**src/hw/rtl/kspm_ram.sv**
```systemverilog
// ----------------------------------------------------------------------------
// kspm_ram
// Single-port RAM with registered read data.
// ----------------------------------------------------------------------------
module kspm_ram #(
  parameter int Width = 32,
  parameter int Depth = 64,
  localparam int AddrBits = (Depth > 1) ? $clog2(Depth) : 1
) (
  input  logic                clk_i,
  input  logic                we_i,
  input  logic [AddrBits-1:0] addr_i,
  input  logic [Width-1:0]    wdata_i,
  output logic [Width-1:0]    rdata_o
);

  logic [Width-1:0] mem [Depth];
  logic [Width-1:0] rdata_q;

  always_ff @(posedge clk_i) begin
    if (we_i) begin
      mem[addr_i] <= wdata_i;
    end
    rdata_q <= mem[addr_i];
  end

  assign rdata_o = rdata_q;

endmodule

```
**config.mk**
```make
export PLATFORM = sky130hd
export DESIGN_NAME = kspm_ram
export DESIGN_NICKNAME = d
export VERILOG_FILES = /design/src/hw/rtl/kspm_ram.sv
export SDC_FILE = /design/constraint.sdc
export NUM_CORES = 2
export LEC_CHECK = 0
export ABC_AREA = 1
export ABC_CLOCK_PERIOD_IN_PS = 5800
export CAP_MARGIN = 0
export CORE_MARGIN = 8
export CORE_UTILIZATION = 35
export CTS_BUF_LIST = sky130_fd_sc_hd__clkbuf_4
export DETAILED_ROUTE_END_ITERATION = 8
export DONT_BUFFER_PORTS = 1
export SLEW_MARGIN = 5
export SYNTH_ARGS = -nofsm -noshare
export SYNTH_HDL_FRONTEND = slang
export SYNTH_SLANG_ARGS = --single-unit
```
**constraint.sdc**
```tcl
create_clock -name clk_i -period 5.8 [get_ports clk_i]
set_clock_uncertainty 0.1 [all_clocks]
set_input_delay 0.29 -clock clk_i [delete_from_list [all_inputs] [get_ports clk_i]]
set_output_delay 0.29 -clock clk_i [all_outputs]
set_load 0.02 [all_outputs]
```
# After elaboration in Yosys (flattened, before gate mapping)
# Memory sizes are Yosys's and may differ from the RTL's. A register that Yosys moved wholly into a read port is not among the register bits.
# Cells that the tools add are included.
# op_classes
n_mux,2
# op_table
op,n
1-bit two-way mux,2
# totals
wordCells,3
ff_bits,0
in_bits,40
ramBits,2048
memories,1
# mem_list
name,depth,word_bits,read_ports,rd_ports_with_merged_regs,wr,line,rtl
mem,64,32,1,1,1,17,logic [Width-1:0] mem [Depth];

# Depth between registers and ports, before layout
# depth
depth_word,2
depth_mapped,15
ltp_nobuf,11

# Worst setup path after synthesis
# OpenSTA, ideal clock, no wires.
# synth_timing
kind,input to register
from,in addr_i[0]
to,"mem mem[41][0], enable pin"
arrival_time_ps,4073
path_slack_ps,1125
setup_ps,502
stages,6
path_buffers,4
required_ps,5198
cell_sequence,buf_4 > inv_2 > buf_6 > buf_4 > buf_2 > nor4_1
# synth_lines
item,line,rtl
from (decl),12,"input logic [AddrBits-1:0] addr_i,"
to (decl),17,
# No word-level cell before the write port.

==> flow_results.xml <==
<?xml version="1.0" encoding="UTF-8"?>
<metrics>
  <group name="worst_setup_path">
    <metric name="critical_path.endpoint_type" unit="">flop</metric>
    <metric name="timing.critical_path.slowest_stage_cell" unit="">sky130_fd_sc_hd__clkinv_16</metric>
    <metric name="worst-setup-path-type" unit="">in2reg</metric>
    <metric name="regToRegEndpoint" unit="">rdata_o[24]</metric>
    <metric name="worstPathBufferInverterCount" unit="">10</metric>
    <metric name="path_delay_family" unit="">buffers and inverters</metric>
    <metric name="reg2regPathDepth" unit="">17</metric>
    <metric name="critPathLaunchType" unit="">input pin</metric>
    <metric name="timing.critical_path.required" unit="ns">6.97</metric>
    <metric name="critical-path-top-cell-by-count" unit="">sky130_fd_sc_hd__nand2_1</metric>
    <metric name="max_stage_delay" unit="ns">0.81</metric>
    <metric name="reg2reg_slack" unit="ns">0.60</metric>
    <metric name="worstPathArrival" unit="ns">7.62</metric>
    <metric name="crit_chain" unit="">clkinv_16 &gt; buf_12 &gt; buf_12 &gt; nand2_1 &gt; nand2_1 &gt; nand2_1 &gt; dlygate4sd3_1 &gt; nand2_1 &gt; dlygate4sd3_1 &gt; nand2_1 &gt; nand2_1 &gt; dlygate4sd3_1 &gt; nand2_1 &gt; dlygate4sd3_1 &gt; nand2_1 &gt; dlygate4sd3_1 &gt; nor2_1 &gt; dlygate4sd3_1 &gt; nand2_1 &gt; dlygate4sd3_1</metric>
    <metric name="path_max_fanout" unit="">515</metric>
    <metric name="reg2reg_from" unit="">mem[19][24]</metric>
  </group>
  <group name="timing">
    <metric name="final_max_slew_viols" unit="">372</metric>
    <metric name="timing.slew.headroom" unit="%">-23.4</metric>
    <metric name="grt_setup_unrepaired" unit="">no</metric>
    <metric name="final-hold-violation-count" unit="">0</metric>
    <metric name="finalCritPeriodShare" unit="%">111</metric>
    <metric name="setup_viol_count_final" unit="">12</metric>
    <metric name="post_route_minimum_period" unit="ns">6.45</metric>
    <metric name="max_clock_freq" unit="MHz">155</metric>
    <metric name="smallest_setup_slack_after_layout" unit="ns">-0.653</metric>
    <metric name="holdWs" unit="ns">0.0954</metric>
    <metric name="timing_worst_slew_pin_value" unit="ns">1.85</metric>
  </group>
  <group name="logic_synthesis">
    <metric name="synthesis.area_per_instance" unit="um^2">10.2</metric>
    <metric name="main_combinational_cell_family_by_area_after_synthesis" unit="">simple AND/OR/NAND/NOR gates</metric>
    <metric name="synth.cell_area" unit="um^2">86500</metric>
    <metric name="synthXorXnorAreaFrac" unit="%">0</metric>
    <metric name="synth.lib_cells_used.distinct" unit="">21</metric>
    <metric name="synth.mux.area_fraction" unit="%">0</metric>
    <metric name="ys_seq_elements" unit="">2080</metric>
    <metric name="synth_warnings" unit="">0</metric>
    <metric name="synth-compound-area-share" unit="%">0.0839</metric>
    <metric name="syn-instance-count" unit="">8440</metric>
    <metric name="ys_seq_area_share" unit="%">71.8</metric>
    <metric name="syn-num-nets" unit="">8480</metric>
    <metric name="synth_simple_gate_area_share" unit="%">25.7</metric>
    <metric name="post_synth_fa_ha_maj_area_fraction" unit="%">0</metric>
  </group>
  <group name="route">
    <metric name="first_iter_violations" unit="">7284</metric>
    <metric name="drt-pass1-iter-count" unit="">6</metric>
    <metric name="detail_route.wirelength" unit="um">281000</metric>
    <metric name="routed_wire_length_per_instance" unit="um">22.3</metric>
    <metric name="drt_drc_violations_left" unit="">0</metric>
    <metric name="avgViaCountPerCell" unit="">4.97</metric>
    <metric name="ant_nets" unit="">0</metric>
    <metric name="vias_after_detailed_routing" unit="">62400</metric>
  </group>
  <group name="cells_and_area">
    <metric name="final_layout_size_suffix_gt1_share" unit="%">12.0</metric>
    <metric name="layout_commonest_cell" unit="">sky130_fd_sc_hd__nand2_1</metric>
    <metric name="area.growth.synth_to_final" unit="%">16.7</metric>
    <metric name="postLayoutCellArea" unit="um^2">101000</metric>
    <metric name="layout.cells.most_common_list" unit="">sky130_fd_sc_hd__nand2_1 (5,728), sky130_fd_sc_hd__edfxtp_1 (2,048), sky130_fd_sc_hd__clkbuf_4 (837)</metric>
    <metric name="final_cells" unit="">12600</metric>
    <metric name="nets" unit="">8976</metric>
  </group>
  <group name="placement">
    <metric name="placed_area" unit="um^2">89800</metric>
    <metric name="pre_cts_ws" unit="ns">1.64</metric>
    <metric name="dp.cells" unit="">11300</metric>
    <metric name="numPortBuffers" unit="">0</metric>
    <metric name="post_dp_hpwl" unit="um">131000</metric>
    <metric name="gp_routability_congestion" unit="">0.840</metric>
  </group>
  <group name="global_routing">
    <metric name="grt_max_degree" unit="">516</metric>
    <metric name="number_of_antenna_violations_at_the_first_check_in_global_routing" unit="">25</metric>
    <metric name="overflow" unit="">0</metric>
    <metric name="first_global_vias" unit="">60300</metric>
    <metric name="grt_use_total" unit="%">20.6</metric>
    <metric name="global_route_wire_length_before_repair" unit="um">404000</metric>
  </group>
  <group name="status">
    <metric name="failed_checks" unit="">max-slew violations, negative setup slack</metric>
    <metric name="outcome" unit="">finished, violations left</metric>
  </group>
  <group name="clocking">
    <metric name="tritoncts_buffers" unit="">565</metric>
    <metric name="clk_latency" unit="ns">1.38</metric>
    <metric name="cts_root_buffer" unit="">sky130_fd_sc_hd__clkbuf_4</metric>
    <metric name="cts.sinks" unit="">2080</metric>
    <metric name="htree_levels" unit="">6</metric>
    <metric name="clock_tree.buffer_depth" unit="">4</metric>
    <metric name="clk_transition_reported_paths" unit="ns">0.06</metric>
    <metric name="tritoncts" unit="">yes</metric>
  </group>
  <group name="die">
    <metric name="dieHeight" unit="um">513</metric>
    <metric name="design.die.area" unit="um^2">263000</metric>
    <metric name="floorplan.initialDensity" unit="%">35.2</metric>
    <metric name="coreArea" unit="um^2">246000</metric>
    <metric name="io_pins" unit="">72</metric>
    <metric name="fp-row-count" unit="">182</metric>
    <metric name="dieWidth" unit="um">513</metric>
  </group>
  <group name="min_path">
    <metric name="holdPathEnd" unit="">rdata_o[26]</metric>
    <metric name="hold_depth" unit="">9</metric>
    <metric name="hp-start" unit="">addr_i[1]</metric>
    <metric name="timing.hold.worst.class" unit="">in2reg</metric>
  </group>
  <group name="pwr">
    <metric name="vdd_ir_drop_max" unit="mV">0.188</metric>
    <metric name="power.density_cell_area" unit="nW/um^2">316</metric>
    <metric name="power_leakage" unit="nW">42.2</metric>
  </group>
  <group name="job">
    <metric name="drv.max_cap_violation_count" unit="">0</metric>
  </group>
</metrics>
## sequential cells by signal (all words and copies together), names as in the netlist
signal   flops
mem       2048
rdata_o     32
## worst register-to-register path, delay by kind of cell (launching register included)
kind                   cells  cell delay [ns]
buffers and inverters      7             3.93
and+or+nand+nor           10             0.70
DFF                        1             0.36
## power breakdown
| part | internal (mW) | switching (mW) | leakage (nW) |
|---|---|---|---|
| Clock | 6.86 | 6.08 | 4.16 |
| Combinational | 0.636 | 1.58 | 19.3 |
| Sequential | 16.6 | 0.145 | 18.7 |
## cells by family after synthesis
kind of cell	after synthesis
AOI/OAI and AO/OA	12
buffers and inverters	452
DFF	2080
and+or+nand+nor	5896
## repair_timing
action	CTS	global route
buffers inserted	0	0
endpoints found under the hold margin	4010	13
hold buffers	267	2
endpoints found under the setup margin	0	3
gates resized for setup	0	4
## stage by stage
stage	setup TNS (ns)	power [mW]	utilization, %
after floorplan	0	18.1	-
after global placement	0	18.4	36.5
after detailed placement	0	18.4	36.5
after CTS	0	32.1	40.9
after global routing	0	33.1	41.0
final	-2.76	31.9	41.0
## synth_stat cells, drive strengths merged
master / n / area [um^2]
dfxtp: 32 / 641
nand3: 13 / 65.1
nor3: 8 / 75.1
o21ai: 7 / 35.0
inv: 30 / 113
nand2: 5728 / 21500
o211ai: 5 / 37.5
nor4: 2 / 12.5
clkbuf: 136 / 510
edfxtp: 2048 / 61500
nor2: 137 / 514
nand4: 2 / 12.5
buf: 286 / 1450
or2: 6 / 37.5
## cell type report
cell class	count	area [um^2]
antenna	21	52.6
clock buffer	837	6280
clock inverter	106	607
fill	23600	145000
inverter	30	154
multi-input combinational	5908	22800
sequential	2080	62100
tap	3220	4030
timing repair buffer	351	4860
## per-layer routing
layer  part of all wire (%)  up-vias  routed length [um]  track usage, %
li1                       -    28700                   -               -
met1                     40    29900              111000            26.6
met2                     46     3181              129000            33.1
met3                    9.9      574               27700            4.69
met4                    4.7        4               13300            9.43
met5                 0.0093        -                  26               0
## how the worst max path moves through the flow
stage / startpoint / to / slack, ns / cells past startpoint
final: addr_i[0] / rdata_o[17] / -0.65 / 20
after global routing: addr_i[0] / rdata_o[17] / 0.03 / 20
after CTS: addr_i[0] / rdata_o[17] / 0.20 / 20
after detailed placement: addr_i[0] / mem[8][9] / 1.64 / 4
after global placement: addr_i[0] / mem[8][8] / 1.71 / 4
after floorplan: addr_i[0] / mem[41][0] / 1.13 / 6
No activity file was read; power rests on OpenSTA's default activity.
